`src/rtl/wtss_div.sv`:
```
// Iterative restoring divider, one quotient bit per cycle.
// Depends on wtss_pkg only through the instantiating module's width.
`default_nettype none
module wtss_div #(
   parameter int DIV_W = 42
) (
   input  wire logic             clock,
   input  wire logic             reset,
   input  wire logic             start,
   input  wire logic [DIV_W-1:0] num,
   input  wire logic [DIV_W-1:0] den,
   output logic                  done,
   output logic [DIV_W-1:0]      quot
);
   localparam int CNT_W = $clog2(DIV_W + 1);

   logic [DIV_W-1:0] quo_ff, quo_in;
   logic [DIV_W-1:0] rem_ff, rem_in;
   logic [DIV_W-1:0] den_ff, den_in;
   logic [CNT_W-1:0] cnt_ff, cnt_in;
   logic             busy_ff, busy_in;
   logic             done_ff, done_in;
   logic [DIV_W:0]   cur;

   always_comb begin
      cur     = {rem_ff, quo_ff[DIV_W-1]};
      quo_in  = quo_ff;
      rem_in  = rem_ff;
      den_in  = den_ff;
      cnt_in  = cnt_ff;
      busy_in = busy_ff;
      done_in = 1'b0;
      if (start) begin
         quo_in  = num;
         rem_in  = '0;
         den_in  = den;
         cnt_in  = CNT_W'(DIV_W);
         busy_in = 1'b1;
      end else if (busy_ff) begin
         if (cur >= {1'b0, den_ff}) begin
            rem_in = DIV_W'(cur - {1'b0, den_ff});
            quo_in = {quo_ff[DIV_W-2:0], 1'b1};
         end else begin
            rem_in = cur[DIV_W-1:0];
            quo_in = {quo_ff[DIV_W-2:0], 1'b0};
         end
         cnt_in = cnt_ff - 1'b1;
         if (cnt_ff == CNT_W'(1)) begin
            busy_in = 1'b0;
            done_in = 1'b1;
         end
      end
   end

   always_ff @(posedge clock) begin
      if (reset) begin
         busy_ff <= 1'b0;
         done_ff <= 1'b0;
         cnt_ff  <= '0;
      end else begin
         busy_ff <= busy_in;
         done_ff <= done_in;
         cnt_ff  <= cnt_in;
      end
      quo_ff <= quo_in;
      rem_ff <= rem_in;
      den_ff <= den_in;
   end

   assign done = done_ff;
   assign quot = quo_ff;
endmodule
`default_nettype wire

```
`config.mk`:
```
export PLATFORM = sky130hd
export DESIGN_NAME = wtss_div
export DESIGN_NICKNAME = d
export VERILOG_FILES = /design/src/rtl/wtss_div.sv
export SDC_FILE = /design/constraint.sdc
export NUM_CORES = 1
export LEC_CHECK = 0
export BUFFER_PORTS_ARGS = -buffer_cell sky130_fd_sc_hd__buf_2
export CORE_UTILIZATION = 56
export CTS_BUF_LIST = sky130_fd_sc_hd__clkbuf_16
export CTS_CLUSTER_DIAMETER = 120
export CTS_CLUSTER_SIZE = 16
export DETAILED_ROUTE_END_ITERATION = 8
export GPL_ROUTABILITY_DRIVEN = 0
export PLACE_DENSITY = 0.81
export SLEW_MARGIN = 20
export SYNTH_ARGS = -nofsm -noshare
export SYNTH_HDL_FRONTEND = slang
export SYNTH_SLANG_ARGS = --single-unit
```
`constraint.sdc`:
```
create_clock -name clock -period 3.3 [get_ports clock]
set_input_delay 0.66 -clock clock [delete_from_list [all_inputs] [get_ports clock]]
set_output_delay 0.66 -clock clock [all_outputs]
set_load 0.03 [all_outputs]
```
# Yosys cells after proc, flatten, opt, wreduce, memory -nomap -nowiden

Index checks and enable logic that the tools add are counted.

Word-level logic and storage cells: 25
Register bits after elaboration: 134

Magnitude comparators: 1
Bitwise logic cells: 1
Eq/ne operators: 1
$add $sub $neg: 2
Reductions and logical operators: 3
Muxes and demuxes: 10

Operators by type and width:

| kind                                                | count |
|---|---|
| two-way mux 42 bit                                  | 3 |
| greater-or-equal comparator 43 x 42 -> 1 bit        | 1 |
| subtractor 42 bit                                   | 1 |
| two-way mux 6 bit                                   | 2 |
| equality test 6 x 1 -> 1 bit, second input constant | 1 |
| subtractor 6 x 1 -> 6 bit, second input constant    | 1 |
| two-way mux 1 bit                                   | 5 |
| OR reduction 3 bit                                  | 1 |
| nonzero test 2 bit                                  | 1 |
| OR reduction 2 bit                                  | 1 |
| NOT 1 bit                                           | 1 |

# Depth between registers and ports, before layout

Word-level depth: 4
Gate-level depth with buffers: 13
Depth with buffers taken out: 13

# Least setup slack after synthesis

Ideal clock, no wire load.

Kind: reg2reg
Start: register quo_ff[41], in the netlist quot[41]
End: register rem_ff[40]
Path buffers: 0
Required time: 3.167 ns
Setup time: 0.133 ns
Path slack: 0.048 ns
Data arrival time: 3.119 ns
Period minus slack after synthesis: 3.252 ns
Cell stages (with the launch flop): 14
Cell sequence: edfxtp_1 -> inv_1 -> ha_1 -> inv_1 -> fa_1 -> a211oi_1 -> o21ai_0 -> nand3_1 -> a21oi_1 -> o311ai_0 -> nand3_1 -> a221oi_1 -> or3_2 -> a41oi_1

Longest elaborated chain between the ends: 2
Elaborated cells between the ends (all ways): 3
Classes of those cells: add/sub: 1; order compare: 1; mux: 1

RTL lines:

| element                                                                           | line   | text |
|---|---|---|
| start: declaration                                                                | 17     | `logic [DIV_W-1:0] quo_ff, quo_in;` |
| start signal: assignment                                                          | 65     | `quo_ff <= quo_in;` |
| subtractor 42 bit or greater-or-equal comparator 43 x 42 -> 1 bit (tied branches) | 41, 40 |  |
| two-way mux 42 bit (*)                                                            | 40     | `if (cur >= {1'b0, den_ff}) begin` |
| end signal: assignment                                                            | 66     | `rem_ff <= rem_in;` |
| end: declaration                                                                  | 18     | `logic [DIV_W-1:0] rem_ff, rem_in;` |

Mark *: on every way between the ends. The rest lies on a longest branch, timed or not.
A chain may end at the register's enable or synchronous reset.

# Worst setup path in the final report

Start: register den_ff[30]
End: register rem_ff[31]

Longest elaborated chain between the ends: 2
Elaborated cells between the ends (all ways): 3
Classes of those cells: add/sub: 1; order compare: 1; mux: 1

RTL lines:

| element                                                                           | line   | text |
|---|---|---|
| start: declaration                                                                | 19     | `logic [DIV_W-1:0] den_ff, den_in;` |
| start signal: assignment                                                          | 67     | `den_ff <= den_in;` |
| subtractor 42 bit or greater-or-equal comparator 43 x 42 -> 1 bit (tied branches) | 41, 40 |  |
| two-way mux 42 bit (*)                                                            | 40     |  |

Marks and branches as above.

==> impl_metrics.py <==
metrics = {
    "status": {
        "status": "finished, final reports clean",
    },
    "sta": {
        "tightestPinTransition_ns": 0.5841,
        "setup_viol": 0,
        "clock.fmax_mhz": 317.5,
        "fin_worst_skew_ns": 0.01191,
        "hold_viol": 0,
        "maxSlewViolCount": 0,
        "tns_ns": 0,
        "period_share_pct": 95.46,
        "rsz0062_at_grt": "no",
        "min_period_ns": 3.150,
        "maxSlewHeadroom_pct": 61.06,
    },
    "detailed_routing": {
        "via_per_inst": 5.734,
        "ant_nets": 0,
        "drc": 0,
        "wl_per_cell_um": 16.33,
        "vias": 6405,
        "dr.pass1.iters": 4,
        "drt_iter0_drc": 396,
        "drt-total-wl_um": 18240,
    },
    "cts": {
        "numCtsBuffers": 17,
        "htreeDepth": 4,
        "clock_path_buffers": 2,
        "postCtsHoldBufs": 0,
        "worstSkewPairLatency_ns": 0.43,
        "cts.clk_slew.worst_paths_ns": 0.06,
        "cts.sinks": 134,
        "cts_tree": "done",
        "root_buffer": "clkbuf_16",
    },
    "final_layout": {
        "fin_area_mm2": 0.009273,
        "area_growth_syn_to_layout_pct": 17.23,
        "nets": 1056,
        "diodes": 0,
        "final_layout_size_suffix_gt1_share_pct": 26.89,
        "utilization_pct": 67.06,
    },
    "logic_synthesis": {
        "synth_flop_cell": "edfxtp_1",
        "synth_area_mm2": 0.007910,
        "ys_top_cells_by_area": "edfxtp_1 32%, dfxtp_1 13%, ha_1 7.0%, mux2_2 6.0%, nand2_1 4.9%",
        "synth_warnings": 0,
        "yosys-top-cells-count": "103 x nand2_1, 84 x edfxtp_1, 73 x nor2_1",
        "synth_edf_count": 84,
        "syn_inst": 799,
        "synth_top_cell_area_share_pct": 31.89,
        "ys_ff_latch": 134,
        "yosysSeqAreaShare_pct": 44.54,
        "synth_top_area_cell": "edfxtp_1",
        "synth-async-reset-ratio_pct": 0,
        "synth_fp_nets": 931,
        "synth.most_common_cell": "nand2_1",
        "synth.avg_cell_area_um2": 9.900,
        "ys_types": 72,
    },
    "global_routing": {
        "grt_pass1_vias": 6225,
        "grt_max_degree": 55,
        "grtUsageTotal_pct": 26.13,
        "grt_overflow": 0,
        "grt_pass1_wl_um": 29810,
        "antenna_found_initial": 0,
    },
    "critical_path": {
        "crit_type": "reg -> reg",
        "path_max_fanout": 14,
        "critPathArrivalTime_ns": 3.46,
        "cp-start-kind": "register",
        "required_ns": 3.61,
        "end_kind": "register",
    },
    "floorplan": {
        "core_mm2": 0.01383,
        "die_w_um": 120.9,
        "die_y_um": 120.9,
        "ios": 130,
        "start_util_pct": 57.21,
        "die-area_mm2": 0.01460,
        "rows": 43,
    },
    "placed_design": {
        "place_area_mm2": 0.008670,
        "hpwlAfterDp_um": 12980,
        "io_buffers": 129,
    },
    "power_and_ir_drop": {
        "powerDensity_mw_per_mm2": 546.8,
        "vdd_drop_max_uv": 400.4,
        "p_leak_nw": 3.940,
    },
    "hold_path": {
        "hold_class": "in -> reg",
    },
    "flow_run": {
        "drv_cap": 0,
    },
}
==> final cells by class <==
class                      instances  area [um^2]
multi-input combinational        577         4011
sequential                       134         3525
fill                            1098         4554
clock buffer                      17        425.4
clock inverter                    15        137.6
tap                              180        225.2
timing repair buffer             144        760.7
inverter                          50        187.7
==> power by group <==
group | internal [mW] | switching (mW) | total (mW) | leakage (nW)
clock network | 1.10 | 0.713 | 1.81 | 0.270
logic | 0.477 | 0.740 | 1.22 | 2.42
registers | 1.95 | 0.0941 | 2.04 | 1.25
==> metal layers <==
metal,GRT usage (%),part of all wire (%)
met1,33.29,44
met2,41.93,47
met3,7.754,7.2
met4,9.645,1.6
met5,0,0
==> sequential cells by signal, indices dropped and copies added, names as in the netlist <==
name	flops
busy_ff	1
cnt_ff	6
den_ff	42
done	1
quot	42
rem_ff	42
==> cells by family (layout without fill, tap and decap cells) <==
group	after synthesis	in the layout	share of synthesized area, %
AOI/OAI and AO/OA	191	191	17.65
xor gates and xnor gates	36	36	3.986
adders and majority gates	45	45	7.213
buffers and inverters	88	226	5.251
DFF	134	134	44.54
muxes	44	44	6.232
and+or+nand+nor	261	261	15.12
==> worst max-delay path: stages (launching register included) <==
cell      delay (ns)
edfxtp_1        0.36
inv_1           0.07
ha_1            0.28
and2_2          0.20
a311o_1         0.35
a211oi_2        0.24
o31ai_1         0.15
or4_4           0.45
a21oi_2         0.20
nor2_2          0.07
buf_4           0.21
and3_1          0.18
o31a_1          0.27
==> timing repair <==
item                                    CTS  global route
setup buffers                             0             0
resized for setup                         0            10
endpoints found under the setup margin    0            32
==> cell usage in the layout (no fill, tap or decap), drive strengths merged, types with 3 or more instances in the layout <==
cell type / synthesis / final
o21a: 4 / 4
a211o: 4 / 4
xor2: 18 / 18
o211ai: 5 / 5
dfxtp: 50 / 50
o21bai: 5 / 5
inv: 50 / 52
clkinvlp: 0 / 3
and3: 7 / 7
nand3: 19 / 19
nand4: 8 / 8
or3: 8 / 8
xnor2: 18 / 18
or2: 4 / 4
ha: 44 / 44
and2: 3 / 3
nor2b: 6 / 6
mux2: 42 / 42
nand2b: 7 / 7
clkbuf: 19 / 17
clkinv: 0 / 8
a21o: 18 / 18
a311oi: 32 / 32
nor3: 9 / 9
o31a: 3 / 3
buf: 17 / 144
a31oi: 5 / 5
nor2: 74 / 74
nand2: 104 / 104
nor4: 4 / 4
a21oi: 50 / 50
a211oi: 8 / 8
edfxtp: 84 / 84
o21ai: 34 / 34
==> per-stage QoR <==
stage / std cells / hold slack, ns / worst slack [ns] / power [mW]
after floorplan: 799 / 0.4637 / 0.04810 / 2.964
after global placement: 1085 / 0.4803 / 0.1853 / 3.237
after detailed placement: 1085 / 0.4853 / 0.04014 / 3.256
after CTS: 1117 / 0.3911 / 0.02605 / 5.072
after global routing: 1117 / 0.3909 / 0.01294 / 5.301
final: 1117 / 0.4024 / 0.1499 / 5.070
==> path summary, 6_finish.rpt <==
kind | cells past startpoint | from | slack [ns] | end
min | 1 | den[34] | 0.40 | den_ff[34]$_DFFE_PP_
max | 12 | den_ff[30]$_DFFE_PP_ | 0.15 | rem_ff[31]$_SDFFE_PP0P_
min reg2reg | 2 | rem_ff[2]$_SDFFE_PP0P_ | 0.49 | rem_ff[2]$_SDFFE_PP0P_
max reg2reg | 12 | den_ff[30]$_DFFE_PP_ | 0.15 | rem_ff[31]$_SDFFE_PP0P_
(Power assumes the default switching activity.)
