`config.mk`:
```
export PLATFORM = sky130hd
export DESIGN_NAME = wtss_isqrt
export DESIGN_NICKNAME = d
export VERILOG_FILES = /design/src/rtl/wtss_pkg.sv /design/src/rtl/wtss_isqrt.sv
export SDC_FILE = /design/constraint.sdc
export NUM_CORES = 1
export LEC_CHECK = 0
export BUFFER_PORTS_ARGS = -buffer_cell sky130_fd_sc_hd__buf_2
export CORE_MARGIN = 1
export CORE_UTILIZATION = 54
export CTS_BUF_LIST = sky130_fd_sc_hd__clkbuf_8
export CTS_CLUSTER_SIZE = 8
export DETAILED_ROUTE_END_ITERATION = 6
export HOLD_SLACK_MARGIN = 0.15
export PLACE_DENSITY = 0.79
export SYNTH_ARGS = -nofsm -noshare
export SYNTH_HDL_FRONTEND = slang
export SYNTH_SLANG_ARGS = --single-unit
export TNS_END_PERCENT = 10
```
`constraint.sdc`:
```
create_clock -name clock -period 5.1 [get_ports clock]
set_input_delay 0.51 -clock clock [delete_from_list [all_inputs] [get_ports clock]]
set_output_delay 0.51 -clock clock [all_outputs]
set_load 0.02 [all_outputs]
```
`src/rtl/wtss_pkg.sv`:
```
// Shared constants for the windowed track speed smoother.
// No dependencies; used by wtss_isqrt, the top level and the testbench.
`default_nettype none
package wtss_pkg;
   localparam int MAX_WINDOW_DEF = 512;
   localparam int POS_W          = 24;
   localparam int FRAME_W        = 32;
   localparam int SPEED_W        = 32;
   localparam int FR_W           = 16;
   localparam int UM_W           = 24;
   localparam int CSR_IDX_W      = 1;
   localparam int CSR_DATA_W     = 24;
   localparam logic [CSR_IDX_W-1:0] CSR_FRAME_RATE   = 1'b0;
   localparam logic [CSR_IDX_W-1:0] CSR_UM_PER_PIXEL = 1'b1;
   localparam int RAD_W          = 50;        // dx^2+dy^2 padded to an even width
   localparam int ROOT_W         = RAD_W / 2;
   localparam int SPD_NUM_W      = 42;        // dist*rate + gap*128
   localparam int MUL_A_W        = 32;
   localparam int MUL_B_W        = 24;
   localparam int MUL_P_W        = MUL_A_W + MUL_B_W;
   localparam int REQ_DATA_W     = 80;
   localparam int RSP_DATA_W     = 96;
endpackage
`default_nettype wire

```
`src/rtl/wtss_isqrt.sv`:
```
// Iterative integer square root, two radicand bits per cycle.
// Depends on wtss_pkg for widths.
`default_nettype none
module wtss_isqrt (
   input  wire logic                          clock,
   input  wire logic                          reset,
   input  wire logic                          start,
   input  wire logic [wtss_pkg::RAD_W-1:0]    radicand,
   output logic                               done,
   output logic [wtss_pkg::ROOT_W-1:0]        root
);
   localparam int REM_W = wtss_pkg::ROOT_W + 3;
   localparam int CNT_W = $clog2(wtss_pkg::ROOT_W + 1);

   logic [wtss_pkg::RAD_W-1:0]  rad_ff, rad_in;
   logic [wtss_pkg::ROOT_W-1:0] root_ff, root_in;
   logic [REM_W-1:0]            rem_ff, rem_in;
   logic [CNT_W-1:0]            cnt_ff, cnt_in;
   logic                        busy_ff, busy_in;
   logic                        done_ff, done_in;
   logic [REM_W-1:0]            cur, trial;

   always_comb begin
      cur     = {rem_ff[REM_W-3:0], rad_ff[wtss_pkg::RAD_W-1 -: 2]};
      trial   = {1'b0, root_ff, 2'b01};
      rad_in  = rad_ff;
      root_in = root_ff;
      rem_in  = rem_ff;
      cnt_in  = cnt_ff;
      busy_in = busy_ff;
      done_in = 1'b0;
      if (start) begin
         rad_in  = radicand;
         root_in = '0;
         rem_in  = '0;
         cnt_in  = CNT_W'(wtss_pkg::ROOT_W);
         busy_in = 1'b1;
      end else if (busy_ff) begin
         rad_in = rad_ff << 2;
         if (cur >= trial) begin
            rem_in  = cur - trial;
            root_in = {root_ff[wtss_pkg::ROOT_W-2:0], 1'b1};
         end else begin
            rem_in  = cur;
            root_in = {root_ff[wtss_pkg::ROOT_W-2:0], 1'b0};
         end
         cnt_in = cnt_ff - 1'b1;
         if (cnt_ff == CNT_W'(1)) begin
            busy_in = 1'b0;
            done_in = 1'b1;
         end
      end
   end

   always_ff @(posedge clock) begin
      if (reset) begin
         busy_ff <= 1'b0;
         done_ff <= 1'b0;
         cnt_ff  <= '0;
      end else begin
         busy_ff <= busy_in;
         done_ff <= done_in;
         cnt_ff  <= cnt_in;
      end
      rad_ff  <= rad_in;
      root_ff <= root_in;
      rem_ff  <= rem_in;
   end

   assign done = done_ff;
   assign root = root_ff;
endmodule
`default_nettype wire

```
## Word-level counts from Yosys, hierarchy flattened

Cells that the tools add are included.

| storage, ports and cells | value |
|---|---|
| register bits | 108 |
| input bits | 53 |
| output and inout port bits | 26 |

| operators by class | value |
|---|---|
| add/subtract/negate cells | 2 |
| $lt $le $gt $ge | 1 |
| equal/unequal tests | 1 |
| multiplexer cells | 10 |
| bitwise logic cells | 1 |
| reduce and logical (&&, ||, !) cells | 3 |

Operators with widths:

| cell | count |
|---|---|
| 50-bit two-way mux | 2 |
| 28-bit by 27-bit greater-or-equal comparator with 1-bit output | 1 |
| 26-bit two-way mux | 1 |
| 26-bit subtractor | 1 |
| 5-bit two-way mux | 2 |
| 5-bit by 1-bit == test with 1-bit output, second input constant | 1 |
| 1-bit two-way mux | 5 |
| 5-bit by 1-bit subtractor with 5-bit output, second input constant | 1 |
| 3-bit OR reduction | 1 |
| 2-bit nonzero test | 1 |
| 2-bit OR reduction | 1 |
| 1-bit NOT | 1 |

## Longest topological paths before layout

Gate-level depths: netlist of run 1.

| depth | value |
|---|---|
| depth in word-level cells | 4 |
| gate-level depth with buffers | 12 |

## Worst setup path before layout of run 1

OpenSTA, ideal clock, no wires.

| path | value |
|---|---|
| kind | reg2reg |
| start point | reg root_ff (netlist bit root[3]) |
| end point | reg rem_ff[10] |
| arrival | 2546 ps |
| required time | 5011 ps |
| path slack | 2465 ps |
| stages on the path, launching flop included | 12 |
| buffers on the path | 1 |
| clock period less this slack | 2635 ps |
| path through | dfxtp_1 > inv_1 > ha_1 > a211oi_2 > nor2_1 > or3_4 > a21oi_4 > a31oi_4 > a21oi_4 > buf_8 > nand2_2 > a311oi_2 |

| on the way | value |
|---|---|
| cells in the longest elaborated chain, start to end | 2 |
| elaborated cells on any way between the ends | 3 |
| classes of those cells | 1 x add/sub; 1 x order compare; 1 x mux |

RTL lines:

| item | RTL line | text |
|---|---|---|
| from (decl) | wtss_isqrt.sv:16 | `logic [wtss_pkg::ROOT_W-1:0] root_ff, root_in;` |
| from (signal assigned) | wtss_isqrt.sv:66 | `root_ff <= root_in;` |
| 26-bit subtractor / 28-bit by 27-bit greater-or-equal comparator with 1-bit output (equally long branches) | wtss_isqrt.sv:41, wtss_isqrt.sv:40 |  |
| 26-bit two-way mux (*) | wtss_isqrt.sv:40 | `if (cur >= trial) begin` |
| to (signal assigned) | wtss_isqrt.sv:67 | `rem_ff <= rem_in;` |
| to (decl) | wtss_isqrt.sv:17 | `logic [REM_W-1:0] rem_ff, rem_in;` |

Every way passes the cells marked *; elsewhere a longest branch is shown, timed or not.
A chain may end at the register's enable or synchronous reset.

## Worst setup path in the final report of run 1

| path | value |
|---|---|
| start point | reg root_ff (netlist bit root[3]) |
| end point | reg rem_ff[17] |

Same word-level chain as after synthesis.

==> flow_metrics.py, run 1 <==
metrics = {
    "timing": {
        "rsz0062_at_grt": "no",
        "whs_ps": 357,
        "tns_ps": 0,
        "skew_ps": 16.6,
        "setup_viol": 0,
        "slew_headroom_pct": 34.6,
        "min_period_ps": 3150,
        "hold_violations": 0,
        "finalCritPeriodShare_pct": 61.8,
        "worst_pin_slew_ps": 979,
        "max_clock_freq_ghz": 0.317,
        "drv_slew": 0,
    },
    "clock_tree": {
        "clockBufferDepth": 2,
        "cts_inserted_buffers": 9,
        "clock_sinks": 108,
        "postCtsSetupBuffers": 0,
        "ctsHtreeMaxLevel": 3,
        "path_clk_slew_ps": 110,
        "cts_hold_buf": 0,
        "clkLatencyLatePin_ps": 380,
        "cts-root-buf": "clkbuf_8",
        "cts_resized": 0,
        "cts_tree": "done",
    },
    "synthesis": {
        "synth_commonest_cells": "nor2_1 (60), dfxtp_1 (58), edfxtp_1 (50), mux2_2 (48), nand2_1 (38)",
        "synthCells": 576,
        "synthArstFlopShare_pct": 0,
        "synth_seq_cells": 108,
        "synth_fp_nets": 658,
        "synth-main-ff-cell": "dfxtp_1",
        "netlist_top_cells_area": "edfxtp_1 (25%), dfxtp_1 (19%), mux2_2 (8.9%), ha_1 (6.0%), mux2i_1 (4.3%)",
        "synth_edf_count": 50,
        "avgSynthCellArea_um2": 10.6,
        "netlist_area_mm2": 0.00608,
        "synth_cell_types": 70,
        "ys_seq_area_share_pct": 43.8,
        "yosysMostFrequentCell": "nor2_1",
        "netlist.area_leader.share_pct": 24.7,
        "yosys.area.top_type": "edfxtp_1",
        "yosysWarnings": 0,
    },
    "global_route": {
        "grt_pass1_wl_mm": 20.4,
        "overflow": 0,
        "grt_max_degree": 74,
        "track_usage_pct": 22.2,
        "grt_pass1_vias": 4313,
        "antenna_found_initial": 0,
    },
    "setup_path": {
        "r2r_slack_ps": 1950,
        "r2r-start": "root[3]$_SDFFE_PP0P_",
        "crit_end": "rem_ff[17]$_SDFFE_PP0P_",
        "crit_arrival_ps": 3440,
        "r2r_cells": 10,
        "cp-start-kind": "flip-flop",
        "crit_start": "root[3]$_SDFFE_PP0P_",
        "crit_path_end_kind": "flip-flop",
        "crit_required_ps": 5390,
        "crit_type": "flip-flop to flip-flop",
        "cp_max_fo": 28,
        "r2r_end": "rem_ff[17]$_SDFFE_PP0P_",
    },
    "die": {
        "io_pins": 79,
        "die_w_um": 108,
        "die_area_mm2": 0.0117,
        "rows": 38,
        "core_area_mm2": 0.0109,
        "initial_utilization_pct": 55.8,
        "die_height_um": 108,
    },
    "detailed_routing": {
        "final_antenna_net_count": 0,
        "drc_errors": 0,
        "vias": 4452,
        "drtPass1Iterations": 4,
        "vias_per_cell": 5.69,
        "drt-initial-drc-count": 237,
        "wl_mm": 12.4,
        "post_drt_wl_per_cell_um": 15.9,
    },
    "pwr": {
        "power_frac_seq_pct": 31.2,
        "switchingPower_mw": 1.49,
        "comb_power_share_pct": 53.5,
        "p_total_mw": 3.52,
        "power_frac_clock_pct": 15.3,
        "p_per_area_mw_per_mm2": 525,
        "leakage_nw": 2.69,
        "power.internal_mw": 2.03,
        "ir_drop_v": 0.000284,
        "switching_share_pct": 42.2,
    },
    "layout": {
        "drive_above_1_share_pct": 29.4,
        "area_growth_syn_to_layout_pct": 10.3,
        "finalNetCount": 720,
        "n_antenna_cell": 0,
    },
    "outcome": {
        "status": "finished, final reports clean",
    },
    "placed_design": {
        "gp_congestion": 0.932,
        "portBuffers": 78,
        "detailed_place_hpwl_mm": 8.67,
    },
    "run": {
        "cap_violations": 0,
    },
    "worst_hold_path": {
        "hold_class": "input pin to flip-flop",
    },
}
## per-stage QoR
step	utilization (%)	cells	setup WS (ps)	area (µm²)
after floorplan	-	576	2470	6080
after global placement	59.8	767	2080	6510
after detailed placement	59.8	767	1960	6510
after CTS	61.6	782	1930	6710
after global routing	61.6	782	1690	6710
final	61.6	782	1950	6710
## kinds of logic after synthesis
family                     Yosys count  share of synthesized area (%)
and+or+nand+nor                    170                           13.8
DFF                                108                           43.8
AOI/OAI and AO/OA                  104                           14.7
muxes                               74                           13.2
buffers and inverters               64                           4.71
adders and majority gates           29                           5.97
xor gates and xnor gates            27                           3.89
## power by group through the flow
| stage | clock network, mW | logic [mW] | registers (mW) |
|---|---|---|---|
| final | 0.538 | 1.88 | 1.10 |
| after global routing | 0.588 | 2.07 | 1.11 |
| after CTS | 0.552 | 1.88 | 1.10 |
| after detailed placement | 0 | 1.86 | 1.12 |
| after global placement | 0 | 1.83 | 1.12 |
| after floorplan | 0 | 1.63 | 1.10 |
## final cells by class
cell class                      count  area (µm²)
Clock inverter                      6        71.3
Tap cell                          140         175
Timing Repair Buffer               80         408
Sequential cell                   108        2670
Inverter                           35         131
Clock buffer                        9         124
Multi-Input combinational cell    404        3130
Fill cell                         923        4180
## state kept, by name, indices dropped and copies added, names as in the netlist
name,cells
cnt_ff,5
rad_ff,50
rem_ff,26
root,25
done,1
busy_ff,1
## cells in the final DEF, fill, tap and decap left out, drive strengths merged, types with 2 or more instances in the layout
| master | count |
|---|---|
| a21o | 11 |
| mux2 | 48 |
| inv | 37 |
| nor3 | 6 |
| nand2b | 5 |
| a22oi | 2 |
| buf | 80 |
| nand2 | 49 |
| o21bai | 3 |
| nor2 | 61 |
| and4 | 2 |
| edfxtp | 50 |
| or3 | 3 |
| nor4b | 2 |
| a22o | 2 |
| mux2i | 26 |
| and2 | 5 |
| nand3 | 16 |
| ha | 29 |
| o21ai | 15 |
| o21a | 3 |
| clkinv | 2 |
| nor2b | 2 |
| nand4 | 5 |
| or2 | 2 |
| nand3b | 2 |
| clkbuf | 9 |
| xor2 | 7 |
| a211oi | 8 |
| a311oi | 17 |
| dfxtp | 58 |
| a31o | 2 |
| a2111oi | 2 |
| nor3b | 3 |
| a41oi | 2 |
| xnor2 | 20 |
| and3 | 2 |
| a31oi | 6 |
| a21oi | 23 |
## worst max-delay path, cell delays in order (launching register included)
cell and delay, ps:
dfxtp_1 390, inv_1 60, ha_1 390, a211oi_2 250
nor2_1 80, or3_4 370, a21oi_4 170, a31oi_4 140
a21oi_4 760, nand2_1 170, a311oi_2 290
## per-layer routing
metal	track usage, %	vias to the layer above	part of all wire, %	wire length, µm
li1	-	2206	-	-
met1	27.9	2127	45	5550
met2	37.3	109	48	5990
met3	7.17	10	5.9	735
met4	4.79	0	0.99	123
met5	0	-	0	0
## worst min path at each step
stage	startpoint	slack [ps]	depth (start not counted)	to
finish	reset	360	2	cnt_ff[4]$_SDFFE_PP0P_
global route	reset	350	2	cnt_ff[0]$_SDFFE_PP0P_
CTS	reset	340	2	cnt_ff[4]$_SDFFE_PP0P_
detailed placement	rem_ff[0]$_SDFFE_PP0P_	480	2	rem_ff[0]$_SDFFE_PP0P_
global placement	rem_ff[24]$_SDFFE_PP0P_	440	2	rem_ff[24]$_SDFFE_PP0P_
floorplan	rem_ff[24]$_SDFFE_PP0P_	430	2	rem_ff[24]$_SDFFE_PP0P_
Note: power is estimated with default switching activity, not from simulation.
==> run 2: changes to the inputs <==
Clock period 5.1 ns to 3 ns, I/O delays scaled along.
==> flow_metrics.py, run 2 (synthesis gave the netlist of run 1 again) <==
metrics = {
    "die": {
        "io_pins": 79,
        "core_area_mm2": 0.0109,
        "initial_utilization_pct": 55.8,
        "rows": 38,
        "die_area_mm2": 0.0117,
        "die_height_um": 108,
        "die_w_um": 108,
    },
    "layout": {
        "stdcell_count": 797,
        "fillCellCount": 905,
        "final_common_cell": "buf_2",
        "final_cell_mix": "buf_2 (77), nor2_1 (60), dfxtp_1 (57)",
        "drive_above_1_share_pct": 30.9,
        "largest_register_ffs": 50,
        "n_antenna_cell": 0,
        "finalNetCount": 734,
        "area_growth_syn_to_layout_pct": 12.0,
        "regMostFlops": "rad_ff",
    },
    "clock_tree": {
        "clockBufferDepth": 2,
        "cts-root-buf": "clkbuf_8",
        "clock_sinks": 108,
        "cts_inserted_buffers": 9,
        "path_clk_slew_ps": 100,
        "clkLatencyLatePin_ps": 400,
        "cts_tree": "done",
        "ctsHtreeMaxLevel": 3,
    },
    "global_route": {
        "grt_max_degree": 45,
        "grt_pass1_vias": 4481,
        "track_usage_pct": 23.8,
        "overflow": 0,
        "antenna_found_initial": 0,
        "grt_pass1_wl_mm": 21.4,
    },
    "setup_path": {
        "path_cells": "inv_1 > ha_2 > nand2_1 > nor2_2 > a2111oi_2 > or3b_4 > a31oi_4 > a21oi_4 > buf_4 > a41o_1 > a31o_1",
        "crit_start": "root[11]$_SDFFE_PP0P_",
        "crit_arrival_ps": 3100,
        "cp_max_fo": 9,
        "crit_type": "flip-flop to flip-flop",
        "r2r-start": "root[11]$_SDFFE_PP0P_",
        "crit_required_ps": 3300,
        "r2r_end": "rem_ff[18]$_SDFFE_PP0P_",
        "slowest_delay_ps": 430,
        "r2r_slack_ps": 190,
        "cp_slowest_cell": "or3b_4",
        "cp-start-kind": "flip-flop",
        "r2r_cells": 11,
        "crit_path_end_kind": "flip-flop",
    },
    "detailed_routing": {
        "vias": 4527,
        "drc_errors": 0,
        "final_antenna_net_count": 0,
        "drt-initial-drc-count": 266,
        "drtPass1Iterations": 4,
        "vias_per_cell": 5.68,
        "wl_mm": 13.0,
        "post_drt_wl_per_cell_um": 16.4,
    },
    "worst_hold_path": {
        "hold_path_end": "rad_ff[1]$_SDFFCE_PN0P_",
        "holdCritStartpoint": "radicand[1]",
        "hold-path-cell-count": 2,
        "hold_class": "input pin to flip-flop",
    },
    "timing": {
        "skew_ps": 24.1,
        "max_clock_freq_ghz": 0.356,
        "min_period_ps": 2810,
        "rsz0062_at_grt": "no",
        "drv_slew": 0,
        "slew_headroom_pct": 50.2,
        "worst_pin_slew_ps": 745,
        "setup_viol": 0,
        "hold_violations": 0,
        "tns_ps": 0,
        "finalCritPeriodShare_pct": 93.5,
    },
    "placed_design": {
        "portBuffers": 78,
        "dpl.cell_count": 776,
        "detailed_place_hpwl_mm": 9.38,
        "gp_congestion": 0.902,
    },
    "outcome": {
        "status": "finished, final reports clean",
    },
    "run": {
        "cap_violations": 0,
    },
    "pwr": {
        "ir_drop_v": 0.000481,
        "leakage_nw": 2.75,
        "p_per_area_mw_per_mm2": 927,
    },
}
run 2: cell count changes in the layout (fill, tap and decap cells not counted), sizes merged:
cell,change
a21o,+1
inv,+1
dlygate4sd3,+1
bufinv,-1
buf,+12
clkinvlp,+1
run 2: routing by layer:
metal	track usage, %	vias up	share of wire, %
li1	-	2236	-
met1	28.7	2176	44
met2	40.1	96	48
met3	7.72	19	5.5
met4	7.44	0	2.0
met5	0	-	0
run 2: worst max path at each step:
stage	cells past startpoint	endpoint
detailed placement	11	rem_ff[3]$_SDFFE_PP0P_
global route	11	rem_ff[18]$_SDFFE_PP0P_
CTS	11	rem_ff[3]$_SDFFE_PP0P_
floorplan	11	rem_ff[10]$_SDFFE_PP0P_
global placement	11	rem_ff[2]$_SDFFE_PP0P_
finish	11	rem_ff[18]$_SDFFE_PP0P_
run 2: cell type report:
class	instances	area, µm²	area share (%)
sequential	108	2670	39.2
tap	140	175	2.57
inverter	35	131	1.93
clock inverter	7	56.3	0.827
multi-input combinational	405	3150	46.2
clock buffer	9	124	1.82
timing repair buffer	93	508	7.46
run 2: where the power goes:
| part | leakage (nW) | switching (mW) | internal [mW] | total, mW |
|---|---|---|---|---|
| Clock | 0.0910 | 0.537 | 0.313 | 0.850 |
| Sequential | 0.978 | 0.143 | 1.75 | 1.89 |
| Combinational | 1.68 | 2.05 | 1.52 | 3.57 |
run 2: critical path, delay by kind of cell, from the launching register on:
family	cells	cell delay, ps
DFF	1	380
and+or+nand+nor	3	810
adders and majority gates	1	410
AOI/OAI and AO/OA	5	860
buffers and inverters	2	240
run 2: timing repair:
item,CTS,global route
setup endpoints to repair,0,15
hold endpoints to repair,7,0
gates resized for setup,0,2
buffers inserted,0,3
hold buffers,1,0
run 2: metrics by stage:
step                setup WS, ps  hold WS (ps)  total power [mW]  cell area (µm²)  util, %
finish                       195           185              6.31             6810     62.5
global route                45.5           174              6.71             6810     62.5
CTS                         65.1           159              6.12             6770     62.2
detailed placement          87.6           467              5.24             6580     60.4
global placement             247           446              5.17             6580     60.4
floorplan                    365           369              4.64             6080        -
==> run 3: changes to the inputs <==
Settings changed: CELL_PAD_IN_SITES_DETAIL_PLACEMENT set to 1, CELL_PAD_IN_SITES_GLOBAL_PLACEMENT set to 2, CORE_UTILIZATION 54 to 39, PLACE_DENSITY 0.79 to 0.86, SKIP_LAST_GASP set to 1.
==> flow_metrics.py, run 3 (synthesis gave the netlist of run 1 again) <==
metrics = {
    "outcome": {
        "status": "finished, final reports clean",
    },
    "run": {
        "cap_violations": 0,
    },
    "setup_path": {
        "r2r-start": "root[11]$_SDFFE_PP0P_",
        "crit_arrival_ps": 3160,
        "crit_start": "root[11]$_SDFFE_PP0P_",
        "cp-start-kind": "flip-flop",
        "crit_path_end_kind": "flip-flop",
        "crit_type": "flip-flop to flip-flop",
        "cp_max_fo": 28,
        "crit_required_ps": 3310,
    },
    "detailed_routing": {
        "drtPass1Iterations": 4,
        "wl_mm": 14.9,
        "vias_per_cell": 5.44,
        "post_drt_wl_per_cell_um": 17.8,
        "vias": 4560,
        "drc_errors": 0,
        "final_antenna_net_count": 0,
        "drt-initial-drc-count": 217,
    },
    "layout": {
        "n_antenna_cell": 0,
        "regMostFlops": "rad_ff",
        "largest_register_ffs": 50,
        "stdcell_count": 839,
        "final_cell_mix": "buf_2 (77), nor2_1 (60), dfxtp_1 (57)",
        "drive_above_1_share_pct": 30.3,
        "area_growth_syn_to_layout_pct": 13.0,
        "finalNetCount": 729,
        "final_common_cell": "buf_2",
    },
    "clock_tree": {
        "clock_sinks": 108,
        "cts_inserted_buffers": 9,
        "cts-root-buf": "clkbuf_8",
        "clkLatencyLatePin_ps": 400,
        "ctsHtreeMaxLevel": 3,
        "path_clk_slew_ps": 110,
        "clockBufferDepth": 2,
        "cts_tree": "done",
    },
    "pwr": {
        "comb_power_share_pct": 55.3,
        "switching_share_pct": 43.5,
        "power_frac_clock_pct": 14.7,
        "power_frac_seq_pct": 30.0,
        "p_per_area_mw_per_mm2": 921,
        "power.internal_mw": 3.57,
        "ir_drop_v": 0.000636,
        "switchingPower_mw": 2.75,
        "leakage_nw": 2.74,
    },
    "global_route": {
        "overflow": 0,
        "grt_pass1_wl_mm": 24.2,
        "grt_max_degree": 69,
        "antenna_found_initial": 0,
        "grt_pass1_vias": 4785,
        "track_usage_pct": 19.3,
    },
    "die": {
        "die_w_um": 127,
        "die_height_um": 127,
        "io_pins": 79,
        "rows": 45,
        "die_area_mm2": 0.0161,
        "initial_utilization_pct": 40.0,
        "core_area_mm2": 0.0152,
    },
    "timing": {
        "layout_setup_ws_ps": 147,
        "tns_ps": 0,
        "hold_violations": 0,
        "min_period_ps": 2850,
        "drv_slew": 0,
        "setup_viol": 0,
        "finalCritPeriodShare_pct": 95.1,
        "slew_headroom_pct": 44.6,
        "rsz0062_at_grt": "yes",
        "worst_pin_slew_ps": 831,
        "skew_ps": 7.75,
        "max_clock_freq_ghz": 0.350,
    },
    "placed_design": {
        "dp_slack_ps": 135,
        "detailed_place_hpwl_mm": 10.9,
        "dpl.cell_count": 821,
        "portBuffers": 78,
        "gp_congestion": 0.902,
    },
    "worst_hold_path": {
        "holdCritStartpoint": "radicand[0]",
        "hold_class": "input pin to flip-flop",
    },
}
## run 3: critical path, cell delays in order, from the launching register on
cell and delay, ps:
dfxtp_1 370, inv_1 60, ha_1 430, nand2_1 160
nor2_2 230, a2111oi_2 110, or3b_4 430, a31oi_4 260
a21oi_4 100, buf_12 180, a41o_1 240, a31o_1 180
## run 3: metrics by stage
step	area (µm²)	utilization (%)	hold slack, ps	power (mW)
6_report	6870	45.2	172	6.33
3_3_place_gp	6630	43.6	453	5.26
4_1_cts	6840	45.0	155	6.29
3_5_place_dp	6630	43.6	484	5.34
5_1_grt	6870	45.2	160	6.74
2_1_floorplan	6080	-	369	4.64
## run 3: power groups by stage
stage / combinational [mW] / sequential, mW / clock, mW
final: 3.50 / 1.90 / 0.929
after global routing: 3.80 / 1.92 / 1.02
after CTS: 3.42 / 1.90 / 0.963
after detailed placement: 3.40 / 1.93 / 0
after global placement: 3.34 / 1.93 / 0
after floorplan: 2.77 / 1.87 / 0
## run 3: layer usage
metal / vias up / global-route usage (%) / routed length [µm]
met5: - / 0 / 0
met4: 0 / 6.65 / 278
met3: 24 / 6.87 / 991
met2: 109 / 33.0 / 7240
met1: 2207 / 22.4 / 6410
li1: 2220 / - / -
## run 3: area by class of cell
class / instances / area (µm²)
clock inverter: 6 / 71.3
clock buffer: 9 / 124
multi-input combinational: 405 / 3160
inverter: 35 / 131
tap: 188 / 235
timing repair buffer: 88 / 485
sequential: 108 / 2670
fill: 1710 / 8330
## run 3: repair_timing
action | CTS | global route
hold buffers | 1 | 1
gates resized for setup | 0 | 3
endpoints found under the hold margin | 6 | 1
endpoints found under the setup margin | 0 | 19
setup buffers | 0 | 0
## run 3: path summary, 6_finish.rpt
path	endpoint	slack [ps]	cells after the start
min reg2reg	rem_ff[25]$_SDFFE_PP0P_	500	2
max reg2reg	rem_ff[18]$_SDFFE_PP0P_	150	11
min	rad_ff[0]$_SDFFCE_PN0P_	170	2
max	rem_ff[18]$_SDFFE_PP0P_	150	11
